File: src/design/ckrt_pkg.sv
// ----------------------------------------------------------------------------
// ckrt_pkg
// types, codes and defaults shared by the record table modules
// ----------------------------------------------------------------------------
package ckrt_pkg;

    localparam int DEF_MAX_RECORDS = 16;
    localparam int DEF_CHUNK_SIZE  = 4;
    localparam int DEF_NAME_BYTES  = 8;

    localparam int OP_W      = 2;
    localparam int KEY_W     = 32;
    localparam int PAY_W     = 64;
    localparam int IDX_IN_W  = 4;
    localparam int CNT_OUT_W = 5;
    localparam int ST_W      = 2;

    localparam logic [OP_W-1:0] OP_ADD    = 2'd0;
    localparam logic [OP_W-1:0] OP_REMOVE = 2'd1;
    localparam logic [OP_W-1:0] OP_READ   = 2'd2;

    localparam logic [ST_W-1:0] ST_OK        = 2'd0;
    localparam logic [ST_W-1:0] ST_NOT_FOUND = 2'd1;
    localparam logic [ST_W-1:0] ST_FULL      = 2'd2;
    localparam logic [ST_W-1:0] ST_BAD_INDEX = 2'd3;

    typedef enum logic [2:0] {
        RD_NONE,
        RD_IDX,
        RD_PTR,
        RD_PTR1,
        RD_PTR2
    } rd_sel_t;

    typedef struct packed {
        logic            capture;
        logic            add_exec;
        rd_sel_t         rd_sel;
        logic            read_take;
        logic            ptr_inc;
        logic            wr_shift;
        logic            remove_commit;
        logic            set_status;
        logic [ST_W-1:0] status_code;
        logic            load_out;
    } ckrt_cmd_t;

    typedef struct packed {
        logic [OP_W-1:0] op;
        logic            count_zero;
        logic            idx_ok;
        logic            key_match;
        logic            ptr_last;
        logic            ptr_next_last;
    } ckrt_sts_t;

endpackage

File: src/design/ckrt_ram.sv
// ----------------------------------------------------------------------------
// ckrt_ram
// generic single-write, single-read ram with registered read data
// ----------------------------------------------------------------------------
module ckrt_ram #(
    parameter int WIDTH = 8,
    parameter int DEPTH = 16
) (
    input  logic                     clk,
    input  logic                     wr_en,
    input  logic [$clog2(DEPTH)-1:0] wr_addr,
    input  logic [WIDTH-1:0]         wr_data,
    input  logic                     rd_en,
    input  logic [$clog2(DEPTH)-1:0] rd_addr,
    output logic [WIDTH-1:0]         rd_data
);

    logic [WIDTH-1:0] mem [DEPTH];

    always_ff @(posedge clk)
    begin
        if (wr_en)
        begin
            mem[wr_addr] <= wr_data;
        end
        if (rd_en)
        begin
            rd_data <= mem[rd_addr];
        end
    end

endmodule

File: src/design/ckrt_datapath.sv
// ----------------------------------------------------------------------------
// ckrt_datapath
// request registers, count and capacity, record memory and result register
// ----------------------------------------------------------------------------
module ckrt_datapath
    import ckrt_pkg::*;
#(
    parameter int MAX_RECORDS = DEF_MAX_RECORDS,
    parameter int CHUNK_SIZE  = DEF_CHUNK_SIZE,
    parameter int NAME_BYTES  = DEF_NAME_BYTES
) (
    input  logic                        clk,
    input  logic                        rst_n,
    input  logic [OP_W-1:0]             operation,
    input  logic signed [KEY_W-1:0]     record_key,
    input  logic [PAY_W-1:0]            record_payload,
    input  logic [IDX_IN_W-1:0]         entry_index,
    input  ckrt_cmd_t                   cmd,
    output ckrt_sts_t                   sts,
    output logic [ST_W-1:0]             status,
    output logic [CNT_OUT_W-1:0]        record_count,
    output logic [CNT_OUT_W-1:0]        table_capacity,
    output logic signed [KEY_W-1:0]     read_key,
    output logic [PAY_W-1:0]            read_payload
);

    localparam int CNT_W = $clog2(MAX_RECORDS + 1);
    localparam int AW    = $clog2(MAX_RECORDS);
    localparam int SUM_W = $clog2(MAX_RECORDS + CHUNK_SIZE + 1);
    localparam int CMP_W = (CNT_W > IDX_IN_W) ? CNT_W : IDX_IN_W;
    localparam int REC_W = KEY_W + PAY_W;
    localparam logic [PAY_W-1:0] PAY_MASK = (NAME_BYTES >= 8) ? {PAY_W{1'b1}} :
        ((PAY_W'(1) << (8 * NAME_BYTES)) - PAY_W'(1));
    localparam logic [SUM_W-1:0] MAX_S   = SUM_W'(MAX_RECORDS);
    localparam logic [SUM_W-1:0] CHUNK_S = SUM_W'(CHUNK_SIZE);

    logic [OP_W-1:0]      op_reg, op_next;
    logic [KEY_W-1:0]     key_reg, key_next;
    logic [PAY_W-1:0]     pay_reg, pay_next;
    logic [IDX_IN_W-1:0]  idx_reg, idx_next;
    logic [CNT_W-1:0]     ptr_reg, ptr_next;
    logic [CNT_W-1:0]     count_reg, count_next;
    logic [CNT_W-1:0]     cap_reg, cap_next;
    logic [ST_W-1:0]      status_reg, status_next;
    logic [KEY_W-1:0]     rkey_reg, rkey_next;
    logic [PAY_W-1:0]     rpay_reg, rpay_next;
    logic [ST_W-1:0]      status_out_reg, status_out_next;
    logic [CNT_W-1:0]     count_out_reg, count_out_next;
    logic [CNT_W-1:0]     cap_out_reg, cap_out_next;
    logic [KEY_W-1:0]     rkey_out_reg, rkey_out_next;
    logic [PAY_W-1:0]     rpay_out_reg, rpay_out_next;

    logic [CNT_W:0]       ptr_p1;
    logic [CNT_W:0]       ptr_p2;
    logic [SUM_W-1:0]     count_w;
    logic [SUM_W-1:0]     cap_w;
    logic [CNT_W-1:0]     cnt_dec;
    logic                 add_grow;
    logic                 add_full;
    logic                 shrink;

    logic                 wr_en;
    logic [AW-1:0]        wr_addr;
    logic [REC_W-1:0]     wr_data;
    logic                 rd_en;
    logic [AW-1:0]        rd_addr;
    logic [REC_W-1:0]     rd_data;

    assign ptr_p1   = {1'b0, ptr_reg} + (CNT_W+1)'(1);
    assign ptr_p2   = {1'b0, ptr_reg} + (CNT_W+1)'(2);
    assign count_w  = SUM_W'(count_reg);
    assign cap_w    = SUM_W'(cap_reg);
    assign cnt_dec  = count_reg - CNT_W'(1);
    assign add_grow = (count_w >= cap_w);
    assign add_full = (count_w >= MAX_S) || (add_grow && (cap_w + CHUNK_S > MAX_S));
    assign shrink   = (cap_w >= CHUNK_S) && (SUM_W'(cnt_dec) <= cap_w - CHUNK_S);

    assign sts.op            = op_reg;
    assign sts.count_zero    = (count_reg == '0);
    assign sts.idx_ok        = (CMP_W'(idx_reg) < CMP_W'(count_reg));
    assign sts.key_match     = (rd_data[REC_W-1 -: KEY_W] == key_reg);
    assign sts.ptr_last      = (ptr_p1 >= {1'b0, count_reg});
    assign sts.ptr_next_last = (ptr_p2 >= {1'b0, count_reg});

    // record memory ports
    always_comb
    begin
        wr_en   = (cmd.add_exec && !add_full) || cmd.wr_shift;
        wr_addr = cmd.wr_shift ? ptr_reg[AW-1:0] : count_reg[AW-1:0];
        wr_data = cmd.wr_shift ? rd_data : {key_reg, pay_reg};
        rd_en   = (cmd.rd_sel != RD_NONE);
        case (cmd.rd_sel)
            RD_IDX:  rd_addr = AW'(idx_reg);
            RD_PTR:  rd_addr = ptr_reg[AW-1:0];
            RD_PTR1: rd_addr = ptr_p1[AW-1:0];
            RD_PTR2: rd_addr = ptr_p2[AW-1:0];
            default: rd_addr = '0;
        endcase
    end

    ckrt_ram #(
        .WIDTH (REC_W),
        .DEPTH (MAX_RECORDS)
    ) u_ckrt_ram (
        .clk     (clk),
        .wr_en   (wr_en),
        .wr_addr (wr_addr),
        .wr_data (wr_data),
        .rd_en   (rd_en),
        .rd_addr (rd_addr),
        .rd_data (rd_data)
    );

    always_comb
    begin
        op_next         = op_reg;
        key_next        = key_reg;
        pay_next        = pay_reg;
        idx_next        = idx_reg;
        ptr_next        = ptr_reg;
        count_next      = count_reg;
        cap_next        = cap_reg;
        status_next     = status_reg;
        rkey_next       = rkey_reg;
        rpay_next       = rpay_reg;
        status_out_next = status_out_reg;
        count_out_next  = count_out_reg;
        cap_out_next    = cap_out_reg;
        rkey_out_next   = rkey_out_reg;
        rpay_out_next   = rpay_out_reg;

        if (cmd.capture)
        begin
            op_next     = operation;
            key_next    = record_key;
            pay_next    = record_payload & PAY_MASK;
            idx_next    = entry_index;
            ptr_next    = '0;
            status_next = ST_OK;
            rkey_next   = '0;
            rpay_next   = '0;
        end
        if (cmd.add_exec)
        begin
            if (add_full)
            begin
                status_next = ST_FULL;
            end
            else
            begin
                count_next = count_reg + CNT_W'(1);
                if (add_grow)
                begin
                    cap_next = CNT_W'(cap_w + CHUNK_S);
                end
            end
        end
        if (cmd.read_take)
        begin
            rkey_next = rd_data[REC_W-1 -: KEY_W];
            rpay_next = rd_data[PAY_W-1:0];
        end
        if (cmd.ptr_inc)
        begin
            ptr_next = ptr_p1[CNT_W-1:0];
        end
        if (cmd.remove_commit)
        begin
            count_next = cnt_dec;
            if (shrink)
            begin
                cap_next = CNT_W'(cap_w - CHUNK_S);
            end
        end
        if (cmd.set_status)
        begin
            status_next = cmd.status_code;
        end
        if (cmd.load_out)
        begin
            status_out_next = status_reg;
            count_out_next  = count_reg;
            cap_out_next    = cap_reg;
            rkey_out_next   = rkey_reg;
            rpay_out_next   = rpay_reg;
        end
    end

    always_ff @(posedge clk or negedge rst_n)
    begin
        if (!rst_n)
        begin
            count_reg <= '0;
            cap_reg   <= '0;
        end
        else
        begin
            count_reg <= count_next;
            cap_reg   <= cap_next;
        end
    end

    always_ff @(posedge clk)
    begin
        op_reg         <= op_next;
        key_reg        <= key_next;
        pay_reg        <= pay_next;
        idx_reg        <= idx_next;
        ptr_reg        <= ptr_next;
        status_reg     <= status_next;
        rkey_reg       <= rkey_next;
        rpay_reg       <= rpay_next;
        status_out_reg <= status_out_next;
        count_out_reg  <= count_out_next;
        cap_out_reg    <= cap_out_next;
        rkey_out_reg   <= rkey_out_next;
        rpay_out_reg   <= rpay_out_next;
    end

    assign status         = status_out_reg;
    assign record_count   = CNT_OUT_W'(count_out_reg);
    assign table_capacity = CNT_OUT_W'(cap_out_reg);
    assign read_key       = rkey_out_reg;
    assign read_payload   = rpay_out_reg;

endmodule

File: src/design/ckrt_controller.sv
// ----------------------------------------------------------------------------
// ckrt_controller
// sequencer for add, read, key search and left-shift compaction
// ----------------------------------------------------------------------------
module ckrt_controller
    import ckrt_pkg::*;
(
    input  logic      clk,
    input  logic      rst_n,
    input  logic      in_valid,
    output logic      in_ready,
    output logic      out_valid,
    input  logic      out_ready,
    input  ckrt_sts_t sts,
    output ckrt_cmd_t cmd
);

    typedef enum logic [2:0] {
        S_IDLE,
        S_DISPATCH,
        S_READ,
        S_SEARCH,
        S_SHIFT,
        S_DONE
    } state_t;

    state_t state_reg, state_next;
    logic   out_valid_reg, out_valid_next;

    assign in_ready  = (state_reg == S_IDLE);
    assign out_valid = out_valid_reg;

    always_comb
    begin
        cmd        = '0;
        state_next = state_reg;
        case (state_reg)
            S_IDLE:
            begin
                if (in_valid)
                begin
                    cmd.capture = 1'b1;
                    state_next  = S_DISPATCH;
                end
            end
            S_DISPATCH:
            begin
                state_next = S_DONE;
                case (sts.op)
                    OP_ADD:
                    begin
                        cmd.add_exec = 1'b1;
                    end
                    OP_REMOVE:
                    begin
                        if (sts.count_zero)
                        begin
                            cmd.set_status  = 1'b1;
                            cmd.status_code = ST_NOT_FOUND;
                        end
                        else
                        begin
                            cmd.rd_sel = RD_PTR;
                            state_next = S_SEARCH;
                        end
                    end
                    OP_READ:
                    begin
                        if (sts.idx_ok)
                        begin
                            cmd.rd_sel = RD_IDX;
                            state_next = S_READ;
                        end
                        else
                        begin
                            cmd.set_status  = 1'b1;
                            cmd.status_code = ST_BAD_INDEX;
                        end
                    end
                    default:
                    begin
                        state_next = S_DONE;
                    end
                endcase
            end
            S_READ:
            begin
                cmd.read_take = 1'b1;
                state_next    = S_DONE;
            end
            S_SEARCH:
            begin
                if (sts.key_match)
                begin
                    if (sts.ptr_last)
                    begin
                        cmd.remove_commit = 1'b1;
                        state_next        = S_DONE;
                    end
                    else
                    begin
                        cmd.rd_sel = RD_PTR1;
                        state_next = S_SHIFT;
                    end
                end
                else if (sts.ptr_last)
                begin
                    cmd.set_status  = 1'b1;
                    cmd.status_code = ST_NOT_FOUND;
                    state_next      = S_DONE;
                end
                else
                begin
                    cmd.ptr_inc = 1'b1;
                    cmd.rd_sel  = RD_PTR1;
                end
            end
            S_SHIFT:
            begin
                cmd.wr_shift = 1'b1;
                if (sts.ptr_next_last)
                begin
                    cmd.remove_commit = 1'b1;
                    state_next        = S_DONE;
                end
                else
                begin
                    cmd.ptr_inc = 1'b1;
                    cmd.rd_sel  = RD_PTR2;
                end
            end
            S_DONE:
            begin
                if (!out_valid_reg || out_ready)
                begin
                    cmd.load_out = 1'b1;
                    state_next   = S_IDLE;
                end
            end
            default:
            begin
                state_next = S_IDLE;
            end
        endcase

        if (cmd.load_out)
        begin
            out_valid_next = 1'b1;
        end
        else if (out_ready)
        begin
            out_valid_next = 1'b0;
        end
        else
        begin
            out_valid_next = out_valid_reg;
        end
    end

    always_ff @(posedge clk or negedge rst_n)
    begin
        if (!rst_n)
        begin
            state_reg     <= S_IDLE;
            out_valid_reg <= 1'b0;
        end
        else
        begin
            state_reg     <= state_next;
            out_valid_reg <= out_valid_next;
        end
    end

endmodule

File: src/design/compacting_keyed_record_table_unit.sv
// ----------------------------------------------------------------------------
// compacting_keyed_record_table_unit
// contiguous key/payload table with chunked capacity and compacting remove
//
// input channel (in_valid/in_ready) takes one request: add, remove by key
// or read at index. output channel (out_valid/out_ready) returns one result
// per request: status, count, capacity and the record read.
// in_ready is high only while no request is in progress; a result waiting
// in the output register does not block the next request.
// add, unused codes, reads beyond the count and remove on an empty table
// go from dispatch straight to done; a read that returns a record passes
// through the read state first; remove walks the table one entry a cycle
// through the record memory's single read port.
// a stalled receiver holds the result; a finished request then waits
// until the output register frees before the next request is taken.
// reset empties the table: count and capacity go to zero, no result is
// pending, and memory contents are left as they are.
// ----------------------------------------------------------------------------
module compacting_keyed_record_table_unit
    import ckrt_pkg::*;
#(
    parameter int MAX_RECORDS = DEF_MAX_RECORDS,
    parameter int CHUNK_SIZE  = DEF_CHUNK_SIZE,
    parameter int NAME_BYTES  = DEF_NAME_BYTES
) (
    input  logic                    clk,
    input  logic                    rst_n,
    input  logic                    in_valid,
    output logic                    in_ready,
    input  logic [OP_W-1:0]         operation,
    input  logic signed [KEY_W-1:0] record_key,
    input  logic [PAY_W-1:0]        record_payload,
    input  logic [IDX_IN_W-1:0]     entry_index,
    output logic                    out_valid,
    input  logic                    out_ready,
    output logic [ST_W-1:0]         status,
    output logic [CNT_OUT_W-1:0]    record_count,
    output logic [CNT_OUT_W-1:0]    table_capacity,
    output logic signed [KEY_W-1:0] read_key,
    output logic [PAY_W-1:0]        read_payload
);

    ckrt_cmd_t cmd;
    ckrt_sts_t sts;

    ckrt_controller u_ckrt_controller (
        .clk       (clk),
        .rst_n     (rst_n),
        .in_valid  (in_valid),
        .in_ready  (in_ready),
        .out_valid (out_valid),
        .out_ready (out_ready),
        .sts       (sts),
        .cmd       (cmd)
    );

    ckrt_datapath #(
        .MAX_RECORDS (MAX_RECORDS),
        .CHUNK_SIZE  (CHUNK_SIZE),
        .NAME_BYTES  (NAME_BYTES)
    ) u_ckrt_datapath (
        .clk            (clk),
        .rst_n          (rst_n),
        .operation      (operation),
        .record_key     (record_key),
        .record_payload (record_payload),
        .entry_index    (entry_index),
        .cmd            (cmd),
        .sts            (sts),
        .status         (status),
        .record_count   (record_count),
        .table_capacity (table_capacity),
        .read_key       (read_key),
        .read_payload   (read_payload)
    );

endmodule

File: config.mk
export PLATFORM = sky130hd
export DESIGN_NAME = compacting_keyed_record_table_unit
export DESIGN_NICKNAME = d
export VERILOG_FILES = /design/src/design/ckrt_pkg.sv /design/src/design/ckrt_ram.sv /design/src/design/ckrt_datapath.sv /design/src/design/ckrt_controller.sv /design/src/design/compacting_keyed_record_table_unit.sv
export SDC_FILE = /design/constraint.sdc
export NUM_CORES = 2
export LEC_CHECK = 0
export ABC_AREA = 1
export BUFFER_PORTS_ARGS = -buffer_cell sky130_fd_sc_hd__buf_2
export CAP_MARGIN = 20
export CORE_MARGIN = 4
export CORE_UTILIZATION = 40
export CTS_BUF_LIST = sky130_fd_sc_hd__clkbuf_8
export DETAILED_ROUTE_END_ITERATION = 10
export GPL_ROUTABILITY_DRIVEN = 0
export PLACE_DENSITY_LB_ADDON = 0.3
export SYNTH_ARGS = -nofsm -noshare
export SYNTH_HDL_FRONTEND = slang
export SYNTH_HIERARCHICAL = 1
export SYNTH_SLANG_ARGS = --single-unit
File: constraint.sdc
create_clock -name clk -period 10.78 [get_ports clk]
set_input_delay 2.156 -clock clk [delete_from_list [all_inputs] [get_ports clk]]
set_output_delay 2.156 -clock clk [all_outputs]
set_load 0.05 [all_outputs]
==> results_dict.tcl <==
set metrics [dict create \
    syn_area_per_cell_um2 10.9 \
    async_reset_ff_frac 0.00614 \
    worst-setup-path-type "register to register" \
    largestRegisters "u_ckrt_datapath/u_ckrt_ram/mem x1536, u_ckrt_datapath/u_ckrt_ram/rd_data x96" \
    cp_max_fo 202 \
    slew-limit-headroom 0.135 \
    yosysTopAreaCellShare 0.706 \
    required_ns 11.54 \
    grt_usage 0.200 \
    netlist_top_cells_area "edfxtp_1 71%, nand2_1 12%, nand3_1 7.1%" \
    core_um2 205000 \
    die_height_um 462 \
    htreeDepth 5 \
    leakage_nw 39.3 \
    place_hpwl_um 104000 \
    ys_seq_area_frac 0.710 \
    cp_cell_sequence "ha_1 > xor2_2 > o21ai_1 > inv_2 > ha_1 > nand2_1 > nor3_1 > nand2_1 > nand4_1 > inv_1 > nand2_1 > o21ai_0 > nor3_1 > o21ai_0 > o211ai_1 > buf_12 > buf_4 > buf_4 > nand2_1 > nand3_1 > nand3_1 > nand3_1 > nand2_1" \
    cts-buffers-inserted 343 \
    start_util 0.403 \
    hold_violations 0 \
    crit_top_cell "nand2_1" \
    numPortBuffers 213 \
    grt_pass1_vias 51600 \
    crit-reg2reg-launch "u_ckrt_datapath/ptr_reg[1]$_SDFFCE_PN0P_" \
    grt_max_degree 203 \
    clock_latency_ns 1.05 \
    clock_sinks 1955 \
    die-area_um2 214000 \
    cts-hold-fix-buffers 0 \
    ys_seq_elements 1955 \
    cp_slowest_cell "buf_4" \
    syn_inst 7601 \
    setup_tns_ns 0 \
    synth_cell_type_count 44 \
    cts_tree "built" \
    fillers 18700 \
    period_share 0.608 \
    ir_worst_vdd_mv 0.296 \
    critPathLaunchType "register" \
    p_per_area_nw_per_um2 288 \
    post-route-util 0.450 \
    hold_path.class "register to register" \
    fmax_mhz 152 \
    ant_nets 0 \
    crit_path_end_kind "register" \
    total_power_mw 26.5 \
    min_period_ns 6.56 \
    synth_warnings 6 \
    final_common_cell "nand2_1" \
    root_buffer "clkbuf_8" \
    pin_count 216 \
    status "finished, final reports clean" \
    num_rows 166 \
    avgViaCountPerCell 4.96 \
    first_iter_violations 5153 \
    rsz0062_at_grt "false" \
    grt_pass1_wl_um 322000 \
    hold_start "u_ckrt_datapath/rpay_reg[44]$_SDFFCE_PN0P_" \
    yosys.area.top_type "edfxtp_1" \
    gr-total-overflow 0 \
    cts-resized-gates 0 \
    setup_viol_count_final 0 \
    syn2layout_area_growth_pct 11.8 \
    clock_path_buffers 4 \
    top_register "u_ckrt_datapath/u_ckrt_ram/mem" \
    drv_slew 0 \
    cts_setup_buffers 0 \
    skew_ns 0.0623 \
    tightest_slew_ns 1.30 \
    die_w_um 462 \
    synth_edf_count 1941 \
    critical-path-max-stage-delay_ns 0.81 \
    final_nets 8038 \
    drt-pass1-iter-count 6 \
    drive_above_1_share 0.0948 \
    crit_start "u_ckrt_datapath/ptr_reg[1]$_SDFFCE_PN0P_" \
    synthFlopType "edfxtp_1" \
    critPathArrivalTime_ns 7.32 \
    routedWlPerCell_um 20.0 \
    wl_um 217000 \
    largest_register_ffs 1536 \
    route.detailed.drc 0 \
    syn_area_um2 82500 \
    dr_total_vias 53800 \
    max_cap_viol_count 0 \
    antenna_found_initial 11 \
    layout_common_cells "2531 x nand2_1, 1941 x edfxtp_1, 1460 x inv_1, 1175 x nand3_1, 348 x clkbuf_8" \
    path_clk_slew_ns 0.06 \
]
[stage by stage]
step	std cells	cell area [um^2]	setup WS, ns	hold WS [ns]
after floorplan	7602	82500	2.16	0.400
after global placement	10200	86100	4.48	0.402
after detailed placement	10200	86100	4.29	0.405
after CTS	10800	92200	4.24	0.392
after global routing	10800	92200	3.73	0.417
final	10800	92200	4.22	0.388
[worst paths after layout]
check / to / slack [ns] / depth (start not counted)
setup / recovery: u_ckrt_datapath/u_ckrt_ram/rd_data[23]$_DFFE_PP_ / 4.22 / 23
hold / removal: u_ckrt_datapath/read_payload[44]$_DFFE_PP_ / 0.39 / 0
setup reg to reg: u_ckrt_datapath/u_ckrt_ram/rd_data[23]$_DFFE_PP_ / 4.22 / 23
hold reg to reg: u_ckrt_datapath/read_payload[44]$_DFFE_PP_ / 0.39 / 0
max in group asynchronous: u_ckrt_controller/state_reg[0]$_DFFE_PN0P_ / 9.50 / 1
min in group asynchronous: u_ckrt_datapath/count_reg[4]$_DFFE_PN0P_ / 1.05 / 1
[synth_stat cells (2+ instances only)]
library cell / count
ha_1: 32
buf_4: 30
clkbuf_1: 84
buf_1: 24
buf_6: 43
xor2_2: 2
dfrtp_1: 12
o211ai_1: 3
nor2_2: 2
nand3_1: 1178
nand2_1: 2531
xor2_1: 7
a21oi_1: 7
o21ai_1: 4
inv_2: 7
a22oi_1: 3
nand4_1: 6
dfxtp_1: 2
nand2_2: 7
edfxtp_1: 1941
buf_2: 176
inv_1: 1364
nor2_1: 68
nand3b_1: 4
nor3_1: 3
or2_2: 2
o21ai_0: 39
nor3_2: 2
xnor2_1: 3
[logic make-up after synthesis]
family | Yosys count | synth area share
flip-flops | 1955 | 0.710
AO/OA/AOI/OAI | 62 | 0.00417
AND/OR/NAND/NOR | 3809 | 0.192
buffers and inverters | 1730 | 0.0868
adder cells (fa/ha/maj) | 32 | 0.00485
XOR/XNOR | 12 | 0.00146
other | 1 | 0.0000454
[worst max-delay path, delay by kind of cell, from the launching register on]
family	cells	cell delay, ns
flip-flops	1	0.52
AND/OR/NAND/NOR	11	1.48
XOR/XNOR	1	0.20
AO/OA/AOI/OAI	4	0.89
adder cells (fa/ha/maj)	2	0.61
buffers and inverters	5	2.29
[routing by layer]
| layer | routed length (um) | GRT usage | vias to the layer above |
|---|---|---|---|
| li1 | - | - | 25200 |
| met1 | 92600 | 0.272 | 26100 |
| met2 | 101000 | 0.324 | 2067 |
| met3 | 17300 | 0.0368 | 355 |
| met4 | 6080 | 0.0653 | 12 |
| met5 | 63 | 0 | - |
[cell type report]
| type | instances | area [um^2] | area share |
|---|---|---|---|
| repair buffers | 311 | 2030 | 0.0221 |
| clock buffers | 348 | 4790 | 0.0519 |
| inverters | 1372 | 5180 | 0.0562 |
| clock inverters | 247 | 1290 | 0.0139 |
| flip-flops and latches | 1955 | 58600 | 0.636 |
| multi-input cells | 3917 | 16900 | 0.184 |
| well taps | 2688 | 3360 | 0.0365 |
| diodes | 3 | 7.51 | 0.0000814 |
[report_power, final]
group          total [mW]  internal, mW  switching (mW)
Sequential           11.3          10.8           0.488
Clock                6.21          3.23            2.98
Combinational        9.03          2.19            6.83
Note: power is estimated with default switching activity, not from simulation.
